$ cat config.mk
export PLATFORM = sky130hd
export DESIGN_NAME = windowed_periodic_alarm_unit
export DESIGN_NICKNAME = d
export VERILOG_FILES = /design/src/rtl/core/wpa_pkg.sv /design/src/rtl/core/wpa_cfg_regs.sv /design/src/rtl/core/wpa_rem_div.sv /design/src/rtl/core/windowed_periodic_alarm_unit.sv
export VERILOG_INCLUDE_DIRS = /design/src /design/src/rtl/core
export SDC_FILE = /design/constraint.sdc
export NUM_CORES = 1
export LEC_CHECK = 0
export BUFFER_PORTS_ARGS = -buffer_cell sky130_fd_sc_hd__buf_4
export CORE_MARGIN = 2
export CORE_UTILIZATION = 25
export DETAILED_ROUTE_END_ITERATION = 10
export PLACE_DENSITY = 0.42
export SLEW_MARGIN = 20
export SYNTH_ARGS = -nofsm -noshare
export SYNTH_HDL_FRONTEND = slang
export SYNTH_SLANG_ARGS = --single-unit
$ cat constraint.sdc
create_clock -name clk -period 12.21 [get_ports clk]
set_input_delay 1.8315 -clock clk [delete_from_list [all_inputs] [get_ports clk]]
set_output_delay 1.8315 -clock clk [all_outputs]
set_load 0.005 [all_outputs]
$ cat src/rtl/core/windowed_periodic_alarm_unit_defines.svh
// assertion macros shared by the alarm unit rtl
// no dependencies; expects clk and rst_n in the including module
`ifndef WINDOWED_PERIODIC_ALARM_UNIT_DEFINES_SVH
`define WINDOWED_PERIODIC_ALARM_UNIT_DEFINES_SVH

// same-cycle implication
`define WPA_ASSERT_IMPL(lbl, ante, cons) \
  lbl: assert property (@(posedge clk) disable iff (!rst_n) (ante) |-> (cons)) \
    else $error("wpa assertion failed");

// next-cycle implication
`define WPA_ASSERT_NEXT(lbl, ante, cons) \
  lbl: assert property (@(posedge clk) disable iff (!rst_n) (ante) |=> (cons)) \
    else $error("wpa assertion failed");

`endif

$ cat src/rtl/core/wpa_pkg.sv
// shared types and constants of the windowed periodic alarm unit
// no dependencies
package wpa_pkg;

  localparam int unsigned IO_W          = 32;
  localparam int unsigned OFS_W         = 17;
  localparam int unsigned TIME_BITS_DEF = 32;

  localparam logic [OFS_W:0]   DAY_SECONDS = 18'd86400;
  localparam logic [OFS_W-1:0] DIST_MAX    = '1;

  typedef enum logic [2:0] {
    REG_START  = 3'd0,
    REG_PERIOD = 3'd1,
    REG_END    = 3'd2,
    REG_ENDV   = 3'd3,
    REG_RUN    = 3'd4
  } cfg_reg_e;

  typedef struct packed {
    logic [OFS_W-1:0] start_offset;
    logic [OFS_W-1:0] period_seconds;
    logic [OFS_W-1:0] end_offset;
    logic             end_valid;
    logic             run_enable;
  } cfg_t;

endpackage

$ cat src/rtl/core/wpa_cfg_regs.sv
// configuration register file of the alarm unit
// depends on wpa_pkg
module wpa_cfg_regs import wpa_pkg::*; (
  input  logic             clk,
  input  logic             rst_n,
  input  logic             cfg_valid,
  output logic             cfg_ready,
  input  logic [2:0]       cfg_index,
  input  logic [OFS_W-1:0] cfg_data,
  output cfg_t             cfg,
  output logic             disarm
);

  cfg_t cfg_r;
  cfg_t cfg_nxt;
  logic wr;

  assign cfg_ready = 1'b1;
  assign wr        = cfg_valid & cfg_ready;
  assign cfg       = cfg_r;

  always_comb begin
    cfg_nxt = cfg_r;
    disarm  = 1'b0;
    if (wr) begin
      unique case (cfg_index)
        REG_START:  cfg_nxt.start_offset   = cfg_data;
        REG_PERIOD: cfg_nxt.period_seconds = cfg_data;
        REG_END:    cfg_nxt.end_offset     = cfg_data;
        REG_ENDV:   cfg_nxt.end_valid      = cfg_data[0];
        REG_RUN: begin
          cfg_nxt.run_enable = cfg_data[0];
          disarm             = ~cfg_data[0];
        end
        default: ;
      endcase
    end
  end

  always_ff @(posedge clk) begin
    if (!rst_n) begin
      cfg_r <= '0;
    end else begin
      cfg_r <= cfg_nxt;
    end
  end

endmodule

$ cat src/rtl/core/wpa_rem_div.sv
// bit-serial restoring remainder unit: one dividend bit per cycle
// depends on wpa_pkg and the shared assertion macros
`include "windowed_periodic_alarm_unit_defines.svh"
module wpa_rem_div import wpa_pkg::*; #(
  parameter int unsigned DW = TIME_BITS_DEF
) (
  input  logic             clk,
  input  logic             rst_n,
  input  logic             start,
  input  logic [DW-1:0]    dividend,
  input  logic [OFS_W-1:0] divisor,
  output logic             done,
  output logic [OFS_W-1:0] rem
);

  localparam int unsigned CW = $clog2(DW);

  logic [DW-1:0]    shift_r;
  logic [OFS_W-1:0] rem_r, rem_nxt;
  logic [OFS_W-1:0] div_r;
  logic [CW-1:0]    cnt_r;
  logic             run_r;
  logic             done_r;
  logic [OFS_W:0]   trial;
  logic [OFS_W:0]   diff;

  assign trial = {rem_r, shift_r[DW-1]};
  assign diff  = trial - {1'b0, div_r};

  always_comb begin
    if (trial >= {1'b0, div_r}) begin
      rem_nxt = diff[OFS_W-1:0];
    end else begin
      rem_nxt = trial[OFS_W-1:0];
    end
  end

  always_ff @(posedge clk) begin
    if (!rst_n) begin
      run_r  <= 1'b0;
      done_r <= 1'b0;
    end else begin
      done_r <= 1'b0;
      if (start) begin
        run_r <= 1'b1;
      end else if (run_r && cnt_r == '0) begin
        run_r  <= 1'b0;
        done_r <= 1'b1;
      end
    end
  end

  always_ff @(posedge clk) begin
    if (start) begin
      shift_r <= dividend;
      rem_r   <= '0;
      div_r   <= divisor;
      cnt_r   <= CW'(DW - 1);
    end else if (run_r) begin
      shift_r <= {shift_r[DW-2:0], 1'b0};
      rem_r   <= rem_nxt;
      cnt_r   <= cnt_r - 1'b1;
    end
  end

  assign done = done_r;
  assign rem  = rem_r;

  `WPA_ASSERT_IMPL(a_rem_below_div, done_r, rem_r < div_r)

endmodule

$ cat src/rtl/core/windowed_periodic_alarm_unit.sv
// Windowed periodic alarm. Each input beat is one time tick (current second and
// today's midnight); each tick yields exactly one result beat with fire, armed,
// in_window, seconds_to_next and bad_period.
// Channels: in_/out_ use valid and stall, a beat moves when valid is high and
// stall low. cfg_ writes register cfg_index with cfg_data when cfg_valid and
// cfg_ready are high; cfg_ready is always high, writes belong to idle periods.
// A tick that does not arm goes from the check state to the final state; one
// that arms with the start still ahead of now passes the check, base, difference,
// window and final states; one that arms past the start also runs the
// bit-serial remainder unit, one dividend bit per cycle, and the advance state
// before the window state. One tick is in work at a time; the next one is taken
// the cycle after the result lands in the output register, even while the
// receiver stalls. A stalled result holds in the output register; the
// sequencer waits in its final state until that register frees.
// Reset idles the sequencer, clears config, disarms the alarm, empties output.
// Depends on wpa_pkg, wpa_cfg_regs, wpa_rem_div and the assertion macros.
`include "windowed_periodic_alarm_unit_defines.svh"
module windowed_periodic_alarm_unit import wpa_pkg::*; #(
  parameter int unsigned TIME_BITS = TIME_BITS_DEF
) (
  input  logic             clk,
  input  logic             rst_n,
  input  logic             cfg_valid,
  output logic             cfg_ready,
  input  logic [2:0]       cfg_index,
  input  logic [OFS_W-1:0] cfg_data,
  input  logic             in_valid,
  output logic             in_stall,
  input  logic [IO_W-1:0]  in_now_seconds,
  input  logic [IO_W-1:0]  in_midnight_seconds,
  output logic             out_valid,
  input  logic             out_stall,
  output logic             out_fire,
  output logic             out_armed,
  output logic             out_in_window,
  output logic [OFS_W-1:0] out_seconds_to_next,
  output logic             out_bad_period
);

  localparam int unsigned TW = TIME_BITS;
  localparam int unsigned NW = TIME_BITS + 1;

  typedef enum logic [7:0] {
    S_IDLE  = 8'b0000_0001,
    S_CHECK = 8'b0000_0010,
    S_BASE  = 8'b0000_0100,
    S_DIFF  = 8'b0000_1000,
    S_DIV   = 8'b0001_0000,
    S_ADV   = 8'b0010_0000,
    S_WIN   = 8'b0100_0000,
    S_FIN   = 8'b1000_0000
  } state_t;

  cfg_t cfg;
  logic disarm;

  state_t         state_r, state_nxt;
  logic [TW-1:0]  now_in, mid_in;
  logic [TW-1:0]  now_r, mid_r;
  logic [NW-1:0]  next_ev_r, next_ev_nxt;
  logic           armed_r, armed_nxt;
  logic           wok_r, wok_nxt;
  logic           fire_r, fire_nxt;
  logic           bad_r, bad_nxt;
  logic [NW-1:0]  base_r, base_nxt;
  logic [NW-1:0]  cand_r, cand_nxt;

  logic           in_acc;
  logic           out_load;
  logic           hit;
  logic [NW-1:0]  now_x;
  logic [NW-1:0]  span;
  logic [NW-1:0]  gap;
  logic [NW-1:0]  lim;
  logic [OFS_W:0] endv;
  logic [OFS_W-1:0] to_next;
  logic           div_start;
  logic           div_done;
  logic [OFS_W-1:0] div_rem;

  logic             out_valid_r;
  logic             out_fire_r, out_armed_r, out_in_window_r, out_bad_r;
  logic [OFS_W-1:0] out_dist_r;

  wpa_cfg_regs u_cfg (
    .clk       (clk),
    .rst_n     (rst_n),
    .cfg_valid (cfg_valid),
    .cfg_ready (cfg_ready),
    .cfg_index (cfg_index),
    .cfg_data  (cfg_data),
    .cfg       (cfg),
    .disarm    (disarm)
  );

  // fold the input fields to the configured time width
  if (TW > IO_W) begin : g_wide
    assign now_in = {{(TW - IO_W){1'b0}}, in_now_seconds};
    assign mid_in = {{(TW - IO_W){1'b0}}, in_midnight_seconds};
  end else begin : g_narrow
    assign now_in = in_now_seconds[TW-1:0];
    assign mid_in = in_midnight_seconds[TW-1:0];
  end

  assign now_x    = {1'b0, now_r};
  assign span     = now_x - base_r;
  assign in_stall = (state_r != S_IDLE);
  assign in_acc   = in_valid & ~in_stall;
  assign hit      = armed_r && (now_x >= next_ev_r);

  // window end wraps by one day when it lies before the start
  assign endv = (cfg.end_offset < cfg.start_offset) ?
                ({1'b0, cfg.end_offset} + DAY_SECONDS) : {1'b0, cfg.end_offset};
  assign lim  = {1'b0, mid_r} + NW'(endv);

  assign gap = next_ev_r - now_x;
  always_comb begin
    to_next = '0;
    if (armed_r && next_ev_r > now_x) begin
      if (gap > NW'(DIST_MAX)) begin
        to_next = DIST_MAX;
      end else begin
        to_next = gap[OFS_W-1:0];
      end
    end
  end

  wpa_rem_div #(.DW(TW)) u_div (
    .clk      (clk),
    .rst_n    (rst_n),
    .start    (div_start),
    .dividend (span[TW-1:0]),
    .divisor  (cfg.period_seconds),
    .done     (div_done),
    .rem      (div_rem)
  );

  always_comb begin
    state_nxt   = state_r;
    next_ev_nxt = next_ev_r;
    armed_nxt   = armed_r;
    wok_nxt     = wok_r;
    fire_nxt    = fire_r;
    bad_nxt     = bad_r;
    base_nxt    = base_r;
    cand_nxt    = cand_r;
    div_start   = 1'b0;
    out_load    = 1'b0;
    unique case (state_r)
      S_IDLE: begin
        if (in_acc) state_nxt = S_CHECK;
      end
      S_CHECK: begin
        fire_nxt  = 1'b0;
        bad_nxt   = 1'b0;
        state_nxt = S_FIN;
        if (cfg.run_enable) begin
          fire_nxt = hit & wok_r;
          if (hit) armed_nxt = 1'b0;
          if (!armed_r || hit) begin
            if (cfg.period_seconds == '0) begin
              bad_nxt = 1'b1;
            end else begin
              state_nxt = S_BASE;
            end
          end
        end
      end
      S_BASE: begin
        base_nxt  = {1'b0, mid_r} + NW'(cfg.start_offset);
        state_nxt = S_DIFF;
      end
      S_DIFF: begin
        if (base_r <= now_x) begin
          div_start = 1'b1;
          state_nxt = S_DIV;
        end else begin
          cand_nxt  = base_r;
          state_nxt = S_WIN;
        end
      end
      S_DIV: begin
        if (div_done) state_nxt = S_ADV;
      end
      S_ADV: begin
        // next event = now + period - ((now - base) mod period)
        cand_nxt  = now_x + NW'(cfg.period_seconds - div_rem);
        state_nxt = S_WIN;
      end
      S_WIN: begin
        wok_nxt     = ~cfg.end_valid | (cand_r <= lim);
        next_ev_nxt = cand_r;
        armed_nxt   = cfg.run_enable;
        state_nxt   = S_FIN;
      end
      S_FIN: begin
        if (!out_valid_r || !out_stall) begin
          out_load  = 1'b1;
          state_nxt = S_IDLE;
        end
      end
      default: state_nxt = S_IDLE;
    endcase
  end

  always_ff @(posedge clk) begin
    if (!rst_n) begin
      state_r     <= S_IDLE;
      armed_r     <= 1'b0;
      wok_r       <= 1'b0;
      next_ev_r   <= '0;
      out_valid_r <= 1'b0;
    end else begin
      state_r   <= state_nxt;
      armed_r   <= disarm ? 1'b0 : armed_nxt;
      wok_r     <= wok_nxt;
      next_ev_r <= next_ev_nxt;
      if (out_load) begin
        out_valid_r <= 1'b1;
      end else if (!out_stall) begin
        out_valid_r <= 1'b0;
      end
    end
  end

  always_ff @(posedge clk) begin
    if (in_acc) begin
      now_r <= now_in;
      mid_r <= mid_in;
    end
    fire_r <= fire_nxt;
    bad_r  <= bad_nxt;
    base_r <= base_nxt;
    cand_r <= cand_nxt;
    if (out_load) begin
      out_fire_r      <= fire_r;
      out_armed_r     <= armed_r;
      out_in_window_r <= armed_r & wok_r;
      out_dist_r      <= to_next;
      out_bad_r       <= bad_r;
    end
  end

  assign out_valid           = out_valid_r;
  assign out_fire            = out_fire_r;
  assign out_armed           = out_armed_r;
  assign out_in_window       = out_in_window_r;
  assign out_seconds_to_next = out_dist_r;
  assign out_bad_period      = out_bad_r;

  `WPA_ASSERT_IMPL(a_armed_needs_run, armed_r, cfg.run_enable)
  `WPA_ASSERT_IMPL(a_event_after_now, state_r == S_WIN, cand_r > now_x)
  `WPA_ASSERT_IMPL(a_idle_result_quiet, out_valid_r && !out_armed_r, (out_dist_r == '0) && !out_in_window_r)

endmodule
==> summary.md <==
| Metric | Value |
|---|---|
| Post-CTS Hold Buffers | `0` |
| Critical R2R Capture | `wok_r` |
| RSZ-0062 raised after global routing | `no` |
| Detailed Place HPWL | `approximately 58,000 µm` |
| Layout cell share with drive strength beyond 1 | `under 10%` |
| Mapped Area | `22,500 µm²` |
| TritonCTS clock tree | `yes` |
| CP startpoint kind | `flip-flop` |
| Final antenna-violating net count | `0` |
| GRT Total Usage | `between 10% and 20%` |
| Most frequent cells in the layout | `324 x nand2_1, 247 x ha_1, 202 x edfxtp_1` |
| Core area | `89,600 µm²` |
| DR vias/cell | `4.82` |
| Vias in the first global route | `17.8k` |
| Final hold vios | `0` |
| Clk root buf | `clkbuf_16` |
| Clock buffer depth | `3` |
| Fin area | `approximately 26,000 µm²` |
| Via count | `18.1k` |
| Die area | `between 90,000 and 100,000 µm²` |
| H-tree levels | `2` |
| Initial antenna violation count | `5` |
| Reg2Reg Setup Slack | `5.49 ns` |
| Yosys cell types | `82` |
| Hold Startpoint | `bad_r` |
| Hold EP | `out_bad_period` |
| Die Width | `304 µm` |
| DP Area | `24,700 µm²` |
| Number of synthesized flops with an enable pin | `202` |
| # setup viols final | `0` |
| Layout Cells excl Fill | `3,756` |
| Initial core utilization | `between 20% and 30%` |
| Most common cell after layout, fill and taps aside | `nand2_1` |
| Maximum VDD drop | `~0.096 mV` |
| CP Capture Type | `flip-flop` |
| DR iter-0 viols | `1,031` |
| Row cnt | `110` |
| CTS sink count | `323` |
| Clock Latency Late Sink | `0.61 ns` |
| Async S/R FF share, synth | `0%` |
| Main synth FF type | `edfxtp_1` |
| RR Startpoint | `u_cfg.cfg[37]` |
| Overall power | `3.45 mW` |
| Routed wire length | `72,300 µm` |
| Max Cap Violations | `0` |
| CP required | `between 10 and 15 ns` |
| First-pass GRT wire length | `110,000 µm` |
| TritonCTS Buffers | `43` |
| WHS Path Cells | `0` |
| IO Pins | `113` |
| Total gr overflow | `0` |
| Avg WL per Cell | `~19 µm` |
| Post-CTS Setup Bufs | `0` |
| Routability Congestion | `0.851` |
| Max Fclk | `between 100 and 150 MHz` |
| Worst-margin pin slew | `1.13 ns` |
| Synth Instances | `2,452` |
| Min-delay worst type | `flip-flop to flip-flop` |
| Largest net degree at the start of global routing | `68` |
| Final clock skew | `0.0295 ns` |
| Fillers | `between 9k and 10k` |
| Final setup TNS | `0 ns` |
| # port buffers | `111` |
| Yosys warnings | `0` |
| Final net count | `2,887` |
| Placed cells | `3,675` |
| Max Slew Vio Count | `0` |
| Post-synthesis sequential area ratio | `37.7%` |
| Power Dens Cells | `132 nW/µm²` |
| Setup Crit Path Kind | `flip-flop to flip-flop` |
| Slew Limit Headroom | `24.2%` |
| Area Growth Syn to Fin | `16.1%` |
| Reg2Reg Depth | `23` |
| DRT Pass-1 Iters | `5` |
| Status | `completed` |
| Mapped Nets | `2,795` |
| Die height | `just over 300 µm` |
| Data arrival time of the worst path | `7.19 ns` |
| Pleak | `roughly 11 nW` |
| Cells resized by post-CTS repair | `0` |
| Crit path max fanout | `9` |
| DRC | `0` |
| Period minus WS final | `between 6 and 7 ns` |
| Seq cells post-synth | `323` |
| Clk slew on worst S/H paths | `0.06 ns` |
| Period utilization | `55.0%` |
| Syn_area_per_cell | `just over 9 µm²` |
[registers in the layout, summed over array words and instances, names as in the netlist, 5 cells and up]
signal and flops:
base_r 33, state_r 8, mid_r 32, u_div.div_r 17, out_seconds_to_next 17, next_ev_r 33, u_div.shift_r 32, cand_r 33
u_cfg.cfg 53, now_r 32, u_div.cnt_r 5, u_div.rem 17
[metrics by stage]
step           hold WS, ns  setup slack [ns]  util [%]
6_report             0.425              5.49      29.2
5_1_grt              0.430              4.77      29.2
3_3_place_gp         0.405              5.50      27.5
4_1_cts              0.428              5.37      29.2
2_1_floorplan        0.400              6.74         -
3_5_place_dp         0.413              5.42      27.5
[worst max-delay path: stages, from the launching register on]
cell	delay, ns
dfxtp_1	0.35
inv_1	0.08
ha_1	0.27
a21o_1	0.17
a21o_1	0.18
a21o_1	0.17
a21o_1	0.17
a21oi_1	0.14
o21ai_0	0.12
a211oi_1	0.79
o21ai_0	0.38
xnor2_1	0.22
ha_1	0.40
nand3_1	0.10
a211oi_1	0.26
nor3b_1	0.14
o31ai_1	0.68
nand3_1	0.34
or3_1	0.39
ha_1	0.30
nand4_1	0.16
nor4_1	0.42
nor2_1	0.09
a211o_1	0.27
[kinds of logic (layout without fill, tap and decap cells)]
kind of cell / count (synthesis) / in the layout / synth area share, %
adder cells (fa/ha/maj): 254 / 254 / 14.3
flip-flops: 323 / 323 / 37.7
AND/OR/NAND/NOR: 717 / 717 / 15.0
AO/OA/AOI/OAI: 716 / 716 / 21.0
other: 1 / 2 / 0.0167
multiplexers: 26 / 26 / 1.22
XOR/XNOR: 168 / 168 / 6.54
buffers and inverters: 247 / 374 / 4.21
[synth_stat cells (11+ instances only)]
cell type  instances  area share [%]
o211ai_1          18            0.60
edfxtp_1         202              27
nand2_1          324             5.4
o21a_1            32             1.1
and3_1            24            0.67
nor2_1           119             2.0
xor2_1            68             2.6
or3_1             17            0.47
a31oi_1           28            0.78
o21bai_1          19            0.63
nor2b_1           32            0.89
dfxtp_1          121              11
xnor2_1          100             3.9
mux2_2            11            0.55
nand4_1           29            0.81
mux2i_1           15            0.67
nand3b_1          11            0.37
nand2b_1          20            0.56
o31ai_1           14            0.47
o21ai_0          142             3.2
a21boi_0          96             3.2
nand3_1           30            0.67
a21oi_1          179             4.0
inv_1            169             2.8
nor3_1            52             1.2
a211oi_1          18            0.60
ha_1             247              14
a21o_1            99             3.3
clkbuf_1          69             1.2
[power breakdown]
part / switching (mW) / internal (mW) / leakage (nW)
registers: 0.0642 / 1.21 / 2.83
logic: 0.504 / 0.351 / 7.32
clock network: 0.527 / 0.790 / 0.719
total: 1.10 / 2.35 / 10.9
[cell type report]
class / count / area [µm²] / share of cell area [%]
antenna: 1 / 2.50 / 0.00957
tap: 1176 / 1470 / 5.63
clock buffer: 58 / 1210 / 4.65
inverter: 169 / 634 / 2.43
multi-input combinational: 1882 / 13100 / 50.2
clock inverter: 22 / 260 / 0.996
sequential: 323 / 8490 / 32.5
timing repair buffer: 125 / 938 / 3.59
[how the worst max path moves through the flow]
stage	startpoint	end	cells past startpoint
floorplan	u_cfg.cfg[37]	wok_r	24
global placement	u_cfg.cfg[37]	wok_r	24
detailed placement	u_cfg.cfg[37]	wok_r	23
CTS	u_cfg.cfg[37]	wok_r	23
global route	u_cfg.cfg[37]	wok_r	24
finish	u_cfg.cfg[37]	wok_r	23
[layer usage]
metal  track usage [%]  up-vias  wire (µm)
met3              1.94       79       2970
met2              24.4      340      31800
li1                  -     9037          -
met4              3.91        2       1600
met5                 0        -         16
met1              22.1     8632      36000
Note: power is estimated with default switching activity, not from simulation.
